<file path="src/pcf_pkg.sv">
// ----------------------------------------------------------------------------
// pcf_pkg
// Shared types and constants of the pulse count character row framer.
// ----------------------------------------------------------------------------
package pcf_pkg;

  // Widest row position the framer supports (row capacity up to 256).
  localparam int POS_MAX_W = 8;

  // Depth of the command queue between front and back.
  localparam int QUEUE_DEPTH = 4;
  localparam int QPTR_W      = $clog2(QUEUE_DEPTH);

  // Input commands.
  localparam logic CMD_EDGE = 1'b0;
  localparam logic CMD_TICK = 1'b1;

  // Configuration register indexes.
  localparam logic CFG_TERMINATOR  = 1'b0;
  localparam logic CFG_MAX_SECONDS = 1'b1;

  localparam logic [7:0]  TERMINATOR_RESET  = 8'd10;
  localparam logic [15:0] MAX_SECONDS_RESET = 16'd10;

  // One appended character, handed from front to back.
  typedef struct packed {
    logic [7:0]           ch;
    logic                 close;
    logic [POS_MAX_W-1:0] pos;
  } row_cmd_t;

  typedef enum logic [1:0] {
    BK_IDLE,
    BK_ISSUE,
    BK_SHOW
  } back_state_t;

endpackage

</file>
<file path="src/pulse_count_char_row_framer.sv">
// ----------------------------------------------------------------------------
// pulse_count_char_row_framer
// Decodes pulse-burst characters and frames them into rows of bytes.
// ----------------------------------------------------------------------------
// An edge request adds one to a wrapping 8-bit pulse count; a tick request
// after a quiet poll period turns a nonzero count into one character. Each
// request is taken by the front, which stalls only while the four-entry
// character queue is full. The back drains the queue one entry a cycle while
// idle into a single-port row memory; a row-closing character (capacity
// reached, terminator seen, or elapsed seconds above the limit) starts
// readout: per byte, an issue state for the registered read, then a show
// state held by any output stall. row_end marks the last byte. No clearing
// pass is needed after reset. Configuration writes are always ready.
// ----------------------------------------------------------------------------
module pulse_count_char_row_framer import pcf_pkg::*; #(
  parameter int ROW_CAPACITY = 64
) (
  input  logic        clk,
  input  logic        rst_n,
  input  logic        in_valid,
  output logic        in_stall,
  input  logic        in_command,
  input  logic [31:0] in_now_seconds,
  output logic        out_valid,
  input  logic        out_stall,
  output logic [7:0]  out_row_byte,
  output logic        out_row_end,
  input  logic        cfg_valid,
  output logic        cfg_ready,
  input  logic        cfg_index,
  input  logic [15:0] cfg_data
);

  logic     in_accept;
  logic     q_push;
  logic     q_pop;
  logic     q_full;
  logic     q_valid;
  row_cmd_t push_cmd;
  row_cmd_t q_head;

  // Hold input requests only while the queue has no free slot.
  assign in_stall  = q_full;
  assign in_accept = in_valid && !q_full;
  assign cfg_ready = 1'b1;

  pcf_front #(.ROW_CAPACITY(ROW_CAPACITY)) u_front (
    .clk            (clk),
    .rst_n          (rst_n),
    .in_accept      (in_accept),
    .in_command     (in_command),
    .in_now_seconds (in_now_seconds),
    .cfg_write      (cfg_valid && cfg_ready),
    .cfg_index      (cfg_index),
    .cfg_data       (cfg_data),
    .push           (q_push),
    .push_cmd       (push_cmd)
  );

  // Decouple decoding from readout.
  pcf_queue u_queue (
    .clk      (clk),
    .rst_n    (rst_n),
    .push     (q_push),
    .push_cmd (push_cmd),
    .pop      (q_pop),
    .full     (q_full),
    .valid    (q_valid),
    .head     (q_head)
  );

  pcf_back #(.ROW_CAPACITY(ROW_CAPACITY)) u_back (
    .clk          (clk),
    .rst_n        (rst_n),
    .q_valid      (q_valid),
    .q_head       (q_head),
    .q_pop        (q_pop),
    .out_valid    (out_valid),
    .out_stall    (out_stall),
    .out_row_byte (out_row_byte),
    .out_row_end  (out_row_end)
  );

`ifndef SYNTHESIS
  // Never push into a full queue.
  a_no_overflow: assert property (@(posedge clk) disable iff (!rst_n)
    q_push |-> !q_full) else $error("character queue overflow");

  // Never pop an empty queue.
  a_no_underflow: assert property (@(posedge clk) disable iff (!rst_n)
    q_pop |-> q_valid) else $error("character queue underflow");

  // After the last byte of a row is taken, readout stops.
  a_row_done: assert property (@(posedge clk) disable iff (!rst_n)
    (out_valid && !out_stall && out_row_end) |=> !out_valid)
    else $error("readout continued past row end");
`endif

endmodule

</file>
<file path="src/pcf_front.sv">
// ----------------------------------------------------------------------------
// pcf_front
// Counts pulses, decodes characters on quiet ticks and decides row closing.
// ----------------------------------------------------------------------------
module pcf_front import pcf_pkg::*; #(
  parameter int ROW_CAPACITY = 64
) (
  input  logic        clk,
  input  logic        rst_n,
  input  logic        in_accept,
  input  logic        in_command,
  input  logic [31:0] in_now_seconds,
  input  logic        cfg_write,
  input  logic        cfg_index,
  input  logic [15:0] cfg_data,
  output logic        push,
  output row_cmd_t    push_cmd
);

  localparam int IW = $clog2(ROW_CAPACITY);

  logic [7:0]    count_r, count_nxt;
  logic          mark_r, mark_nxt;
  logic [IW-1:0] fill_r, fill_nxt;
  logic [31:0]   start_r, start_nxt;
  logic [7:0]    term_r;
  logic [15:0]   max_sec_r;

  logic [31:0] start_eff;
  logic [31:0] elapsed;
  logic        close;

  assign start_eff = (fill_r == '0) ? in_now_seconds : start_r;
  assign elapsed   = in_now_seconds - start_eff;
  assign close     = (fill_r == IW'(ROW_CAPACITY - 1)) || (count_r == term_r) ||
                     (elapsed > {16'd0, max_sec_r});

  always_comb begin
    count_nxt = count_r;
    mark_nxt  = mark_r;
    fill_nxt  = fill_r;
    start_nxt = start_r;
    push      = 1'b0;
    push_cmd.ch    = count_r;
    push_cmd.close = close;
    push_cmd.pos   = POS_MAX_W'(fill_r);
    if (in_accept) begin
      if (in_command == CMD_EDGE) begin
        count_nxt = count_r + 8'd1;
        mark_nxt  = 1'b1;
      end else if (mark_r) begin
        mark_nxt = 1'b0;
      end else if (count_r != 8'd0) begin
        // Quiet period ends a burst: emit one character.
        push      = 1'b1;
        count_nxt = 8'd0;
        start_nxt = start_eff;
        fill_nxt  = close ? '0 : fill_r + IW'(1);
      end
    end
  end

  always_ff @(posedge clk) begin
    if (!rst_n) begin
      count_r   <= 8'd0;
      mark_r    <= 1'b0;
      fill_r    <= '0;
      start_r   <= 32'd0;
      term_r    <= TERMINATOR_RESET;
      max_sec_r <= MAX_SECONDS_RESET;
    end else begin
      count_r <= count_nxt;
      mark_r  <= mark_nxt;
      fill_r  <= fill_nxt;
      start_r <= start_nxt;
      if (cfg_write) begin
        case (cfg_index)
          CFG_TERMINATOR:  term_r    <= cfg_data[7:0];
          CFG_MAX_SECONDS: max_sec_r <= cfg_data;
          default: ;
        endcase
      end
    end
  end

endmodule

</file>
<file path="src/pcf_queue.sv">
// ----------------------------------------------------------------------------
// pcf_queue
// Short FIFO of appended characters between front and back.
// ----------------------------------------------------------------------------
module pcf_queue import pcf_pkg::*; (
  input  logic     clk,
  input  logic     rst_n,
  input  logic     push,
  input  row_cmd_t push_cmd,
  input  logic     pop,
  output logic     full,
  output logic     valid,
  output row_cmd_t head
);

  row_cmd_t          slot_r [QUEUE_DEPTH];
  logic [QPTR_W-1:0] wr_ptr_r, rd_ptr_r;
  logic [QPTR_W:0]   count_r;

  assign full  = (count_r == (QPTR_W + 1)'(QUEUE_DEPTH));
  assign valid = (count_r != '0);
  assign head  = slot_r[rd_ptr_r];

  always_ff @(posedge clk) begin
    if (push) begin
      slot_r[wr_ptr_r] <= push_cmd;
    end
  end

  always_ff @(posedge clk) begin
    if (!rst_n) begin
      wr_ptr_r <= '0;
      rd_ptr_r <= '0;
      count_r  <= '0;
    end else begin
      if (push) begin
        wr_ptr_r <= wr_ptr_r + QPTR_W'(1);
      end
      if (pop) begin
        rd_ptr_r <= rd_ptr_r + QPTR_W'(1);
      end
      case ({push, pop})
        2'b10:   count_r <= count_r + (QPTR_W + 1)'(1);
        2'b01:   count_r <= count_r - (QPTR_W + 1)'(1);
        default: count_r <= count_r;
      endcase
    end
  end

endmodule

</file>
<file path="src/pcf_back.sv">
// ----------------------------------------------------------------------------
// pcf_back
// Stores row characters and reads a closed row out byte by byte.
// ----------------------------------------------------------------------------
module pcf_back import pcf_pkg::*; #(
  parameter int ROW_CAPACITY = 64
) (
  input  logic       clk,
  input  logic       rst_n,
  input  logic       q_valid,
  input  row_cmd_t   q_head,
  output logic       q_pop,
  output logic       out_valid,
  input  logic       out_stall,
  output logic [7:0] out_row_byte,
  output logic       out_row_end
);

  localparam int IW = $clog2(ROW_CAPACITY);

  logic [7:0]    row_mem [ROW_CAPACITY];
  logic [7:0]    rdata_r;
  back_state_t   state_r, state_nxt;
  logic [IW-1:0] rd_addr_r, rd_addr_nxt;
  logic [IW-1:0] rd_last_r, rd_last_nxt;
  logic          wr_en;
  logic          rd_en;

  always_ff @(posedge clk) begin
    if (wr_en) begin
      row_mem[q_head.pos[IW-1:0]] <= q_head.ch;
    end
    if (rd_en) begin
      rdata_r <= row_mem[rd_addr_r];
    end
  end

  always_comb begin
    state_nxt   = state_r;
    rd_addr_nxt = rd_addr_r;
    rd_last_nxt = rd_last_r;
    q_pop       = 1'b0;
    wr_en       = 1'b0;
    rd_en       = 1'b0;
    out_valid   = 1'b0;
    case (state_r)
      BK_IDLE: begin
        if (q_valid) begin
          q_pop = 1'b1;
          wr_en = 1'b1;
          if (q_head.close) begin
            rd_addr_nxt = '0;
            rd_last_nxt = q_head.pos[IW-1:0];
            state_nxt   = BK_ISSUE;
          end
        end
      end
      BK_ISSUE: begin
        rd_en     = 1'b1;
        state_nxt = BK_SHOW;
      end
      BK_SHOW: begin
        out_valid = 1'b1;
        if (!out_stall) begin
          if (rd_addr_r == rd_last_r) begin
            state_nxt = BK_IDLE;
          end else begin
            rd_addr_nxt = rd_addr_r + IW'(1);
            state_nxt   = BK_ISSUE;
          end
        end
      end
      default: state_nxt = BK_IDLE;
    endcase
  end

  assign out_row_byte = rdata_r;
  assign out_row_end  = (rd_addr_r == rd_last_r);

  always_ff @(posedge clk) begin
    if (!rst_n) begin
      state_r   <= BK_IDLE;
      rd_addr_r <= '0;
      rd_last_r <= '0;
    end else begin
      state_r   <= state_nxt;
      rd_addr_r <= rd_addr_nxt;
      rd_last_r <= rd_last_nxt;
    end
  end

endmodule
</file>
<file path="config.mk">
export PLATFORM = sky130hd
export DESIGN_NAME = pulse_count_char_row_framer
export DESIGN_NICKNAME = d
export VERILOG_FILES = /design/src/pcf_pkg.sv /design/src/pulse_count_char_row_framer.sv /design/src/pcf_front.sv /design/src/pcf_queue.sv /design/src/pcf_back.sv
export SDC_FILE = /design/constraint.sdc
export NUM_CORES = 1
export LEC_CHECK = 0
export BUFFER_PORTS_ARGS = -buffer_cell sky130_fd_sc_hd__buf_2
export CAP_MARGIN = 20
export CORE_ASPECT_RATIO = 1.25
export CORE_UTILIZATION = 23
export CTS_CLUSTER_DIAMETER = 200
export DETAILED_ROUTE_END_ITERATION = 7
export SETUP_SLACK_MARGIN = 0.05
export SLEW_MARGIN = 20
export SYNTH_ARGS = -nofsm -noshare
export SYNTH_HDL_FRONTEND = slang
export SYNTH_SLANG_ARGS = --single-unit
</file>
<file path="constraint.sdc">
create_clock -name clk -period 5.27 [get_ports clk]
set_clock_uncertainty 0.1 [all_clocks]
set_input_delay 0 -clock clk [delete_from_list [all_inputs] [get_ports clk]]
set_output_delay 0 -clock clk [all_outputs]
set_load 0.005 [all_outputs]
</file>
==> results.md <==
- The library cell appearing most often on the critical path is nand4_1.
- The mean cell area of the mapped netlist is 16.03 um2.
- The number of global-route vias before repair is 16.65k.
- Once placement finished, the instance area stood at 0.03146 mm2.
- Setup violations remaining at the end of the flow were counted as 0.
- The via count normalized by instance count is about 4.4.
- Setup repair after global routing could not meet its margin everywhere.
- Synthesis produced a netlist whose cell count is 1810.
- Entering global routing, the biggest net connects 66 pins.
- The routed wire length is roughly 69000 um.
- The floorplan step defined a core boundary enclosing 0.1250 mm2.
- The post-layout net count is between 2k and 2.5k.
- Of the cells placed in the final design, the portion with a size suffix greater than 1 is 22.82%.
- STA puts the critical path data required time at roughly 5700 ps.
- The top cell type's share of synthesized area is 60.03%.
- The later pin in the worst-skew pair is clocked with a latency of 610 ps.
- The number of maximum-capacitance violations is 0.
- Counting every sink on the clock net gives 674.
- After detailed routing, the average wire length per cell comes to 18.96 um.
- The kind of end point of the critical path is a flip-flop.
- The flip-flop and latch count after synthesis is 674.
- edfxtp_1 takes more of the synthesized area than any other cell.
- Once detail routing completed, the nets flagged for antenna violations numbered 0.
- The peak supply drop is 0.2160 mV.
- The initial utilization of the core area, before any placement, comes to 23.21%.
- The number of max-slew violations in the final report is 0.
- The final routed DRC violation total is 0.
- The die footprint is 0.1276 mm2.
- The run finished with clean final reports.
- The register clock-pin slew on the reported worst setup and hold paths is around 60 ps.
- The area taken by flip-flops and latches is 0.01931 mm2.
- The pre-antenna-repair detailed-routing pass consisted of 5 iterations.
- The maximum cell stage delay along the critical path is ~590 ps.
- Walking the worst path, the cells encountered are nor4_4 > nand2_2 > o21ai_2 > ha_4 > and3_4 > a22oi_2 > a32o_2 > a21oi_2 > o21ai_1 > a41oi_2 > xnor2_1 > ha_1 > nand4_1 > buf_4 > inv_1 > a221oi_2 > nor2_2 > nor4_2 > mux2i_1 > a31oi_1 > nand4_1 > or4b_4 > or3_1 > a21oi_1.
- In the synthesized netlist the dominant register cell turns out to be edfxtp_1.
- The buffer depth of the longest clock path is 3.
- The die height is ~400 um.
- The net count after synthesis is 1913.
- The total overflow reported by the global router is 0.
- The total clock buffers created by CTS is 72.
- The number of hold-slack violations in the final timing report was 0.
- The sum of net half-perimeters after detailed placement is 45990 um.
- The share of synthesized registers carrying an async set or reset is 0%.
- The final critical path takes up 99.25% of the cycle.
- Across every metal layer, demand over resource in global routing totals a little over a tenth.
- With fillers left out, the area of the finished cells amounts to 0.03475 mm2.
- The worst hold slack across all endpoints is between 100 and 150 ps.
- The number of enable-type register cells in the synthesized netlist is 580.
- The floorplan has 145 rows.
- Compared with the post-synthesis result, the final layout area differs by 19.79%.
- The count of yosys warnings during synthesis is 0.
- The min-delay analysis places its worst path in the category input port to flip-flop.
- The type of the worst setup path is flip-flop to flip-flop.
- The H-tree depth reported by CTS is 3.
- The worst setup path is launched from a flip-flop.
- Counting both buffers and inverters, the worst setup path holds a total of 2.
- The TritonCTS clock tree is built.
- The analysis attributes to cell leakage a power of 11.13 nW.
- Static timing analysis puts the maximum clock frequency at 0.1912 GHz.
- Measured along the x axis, the die boundary spans 319.7 um.
- The number of buffers added on ports is 65.
- The post-synthesis sequential area ratio is 66.51%.
- The number of distinct standard cells referenced by the synthesized netlist is 75.
- The number of antenna violations at the first check in global routing is 0.
- The first routing iteration left 1099 violations.
- Counting I/O delays and the setup requirement, the final critical path takes 5230 ps.
- The routability congestion estimate is 0.8381.
- The antenna diode count is 0.
- The peak fanout along the critical path is 5.
- The count of filler cells inserted in the layout is around 12k.
- The root buffer cell chosen for the clock tree is clkbuf_16.
- The synthesized cell area is 0.02901 mm2.
- The routed layout has 16.24k vias.
- In the final layout, the multi-input gates occupy just over 0.009 mm2.
- The worst pin sits at a relative slew slack of about 37%.
- At the worst endpoint, the arrival time is 5660 ps.
- For the pin with the worst max-slew slack, the measured transition is 939.5 ps.
- After routing, the total negative slack on setup checks comes to 0 ps.
- The slowest stage cell on the critical path is or4b_4.
- Power spread over the standard cell area amounts to 410.9 mW/mm2.
- The wire length of the first global-routing pass is about 110000 um.
- In the post-synthesis netlist, the biggest area contributors are edfxtp_1 60%, mux4_2 14%, dfxtp_1 6.5%, ha_1 2.0%, nor2_1 1.9%.
- The family with the most delay on the worst path is simple AND/OR/NAND/NOR gates.
- Pin placement for this block handled 67 I/O pins.
[final timing paths]
path,to,cells past startpoint,start,slack (ps)
min reg2reg,u_front.max_sec_r[15]$_SDFFE_PN0P_,2,u_front.max_sec_r[15]$_SDFFE_PN0P_,360
min,u_front.start_r[31]$_SDFFE_PN0P_,4,in_now_seconds[31],110
max,u_front.fill_r[0]$_SDFFE_PN0P_,24,u_front.fill_r[5]$_SDFFE_PN0P_,40
max reg2reg,u_front.fill_r[0]$_SDFFE_PN0P_,24,u_front.fill_r[5]$_SDFFE_PN0P_,40
[logic make-up after synthesis]
kind of cell | Yosys count | share of synthesized area [%]
compound gates | 251 | 5.671
xor+xnor | 55 | 1.660
fa+ha+maj | 51 | 2.204
buf+inv | 134 | 1.781
flops | 674 | 66.51
mux | 212 | 15.21
other cells | 1 | 0.01292
simple gates | 432 | 6.947
[report_power, final]
group | switching (mW) | total (mW) | internal (mW) | leakage [nW]
Sequential | 0.183 | 6.43 | 6.25 | 6.03
Combinational | 1.60 | 2.81 | 1.21 | 3.96
Clock | 2.16 | 5.04 | 2.88 | 1.15
Total | 3.94 | 14.3 | 10.3 | 11.1
[per-layer routing]
layer | vias to the layer above | GRT usage (%) | wire length [um]
met4 | 0 | 2.833 | 1487
met3 | 89 | 1.670 | 2762
met1 | 8301 | 13.39 | 28560
met2 | 353 | 19.61 | 36550
li1 | 7498 | - | -
met5 | - | 0 | 0
[state kept, by name, summed over array words and instances (netlist names), named ones only]
name,flops
u_queue.rd_ptr_r,2
u_back.row_mem,512
u_queue.slot_r,60
u_front.count_r,8
u_back.rd_addr_r,6
u_queue.count_r,3
u_front.mark_r,1
u_front.max_sec_r,16
u_front.start_r,32
u_queue.wr_ptr_r,2
u_front.term_r,8
u_front.fill_r,6
u_back.out_row_byte,8
u_back.rd_last_r,6
u_back.state_r,2
[cells in the final DEF, fill, tap and decap left out, drive strengths merged, types with 11 or more instances in the layout]
cell         netlist  routed
edfxtp           580     580
mux4             183     183
nor2             144     144
nand2            134     134
buf               21     127
dfxtp             94      94
a21oi             89      89
clkbuf            74      86
dlygate4sd3        0      71
ha                47      47
inv               39      41
xor2              39      39
o21ai             33      33
clkinv             0      33
a211oi            32      32
mux2i             28      28
nand3             23      23
nand2b            21      21
nand4             21      21
a21o              21      21
nor2b             18      18
xnor2             16      16
or3               12      12
nor3              11      11
[through the flow]
step / setup WS (ps) / std cells / power, mW / utilization, %
4_1_cts: 128.7 / 3652 / 14.45 / 27.66
2_1_floorplan: 76.43 / 1810 / 8.322 / -
5_1_grt: -241.3 / 3659 / 14.84 / 27.80
3_5_place_dp: -75.24 / 3451 / 9.346 / 25.17
3_3_place_gp: 27.89 / 3451 / 9.309 / 25.17
6_report: 39.72 / 3659 / 14.28 / 27.80
[worst reg2reg max path: stages (launching register included)]
cell and delay, ps:
dfxtp_2 330, nor4_4 340, nand2_2 140, o21ai_2 240, ha_4 200, and3_4 190
a22oi_2 70, a32o_2 280, a21oi_2 100, o21ai_1 90, a41oi_2 150, xnor2_1 110
ha_1 340, nand4_1 160, buf_4 130, inv_1 40, a221oi_2 280, nor2_2 100
nor4_2 270, mux2i_1 120, a31oi_1 160, nand4_1 100, or4b_4 590, or3_1 390
a21oi_1 120
[cell usage after synthesis, types with 4 or more instances]
master / n
edfxtp_1: 580
mux4_2: 183
nor2_1: 144
nand2_1: 133
dfxtp_1: 94
a21oi_1: 89
clkbuf_1: 74
ha_1: 47
xor2_1: 39
inv_1: 38
o21ai_0: 31
a211oi_1: 30
mux2i_1: 28
nand3_1: 23
a21o_1: 21
nand2b_1: 21
nand4_1: 21
nor2b_1: 18
buf_1: 17
xnor2_1: 16
or3_1: 12
nor3_1: 11
nor4_1: 9
o211ai_1: 9
o21a_1: 9
and2_1: 8
and3_1: 8
a31oi_1: 7
or2_2: 6
o221ai_1: 5
o31ai_1: 5
a22oi_1: 4
nand4b_1: 4
o2111ai_1: 4
o21bai_1: 4
[cell type report]
type,count,share of cell area [%]
multi-input cells,1002,26.93
clock buffers,86,5.393
clock inverters,43,1.444
well taps,1617,5.821
inverters,39,0.4212
repair buffers,198,4.439
flip-flops and latches,674,55.56
[repair_timing]
action                     CTS  global route
setup buffers                1             8
resized for setup            4            28
hold endpoints to repair    88             0
setup endpoints to repair    5            10
pin swaps                    4            30
hold buffers                71             0
No activity file was read; power rests on OpenSTA's default activity.
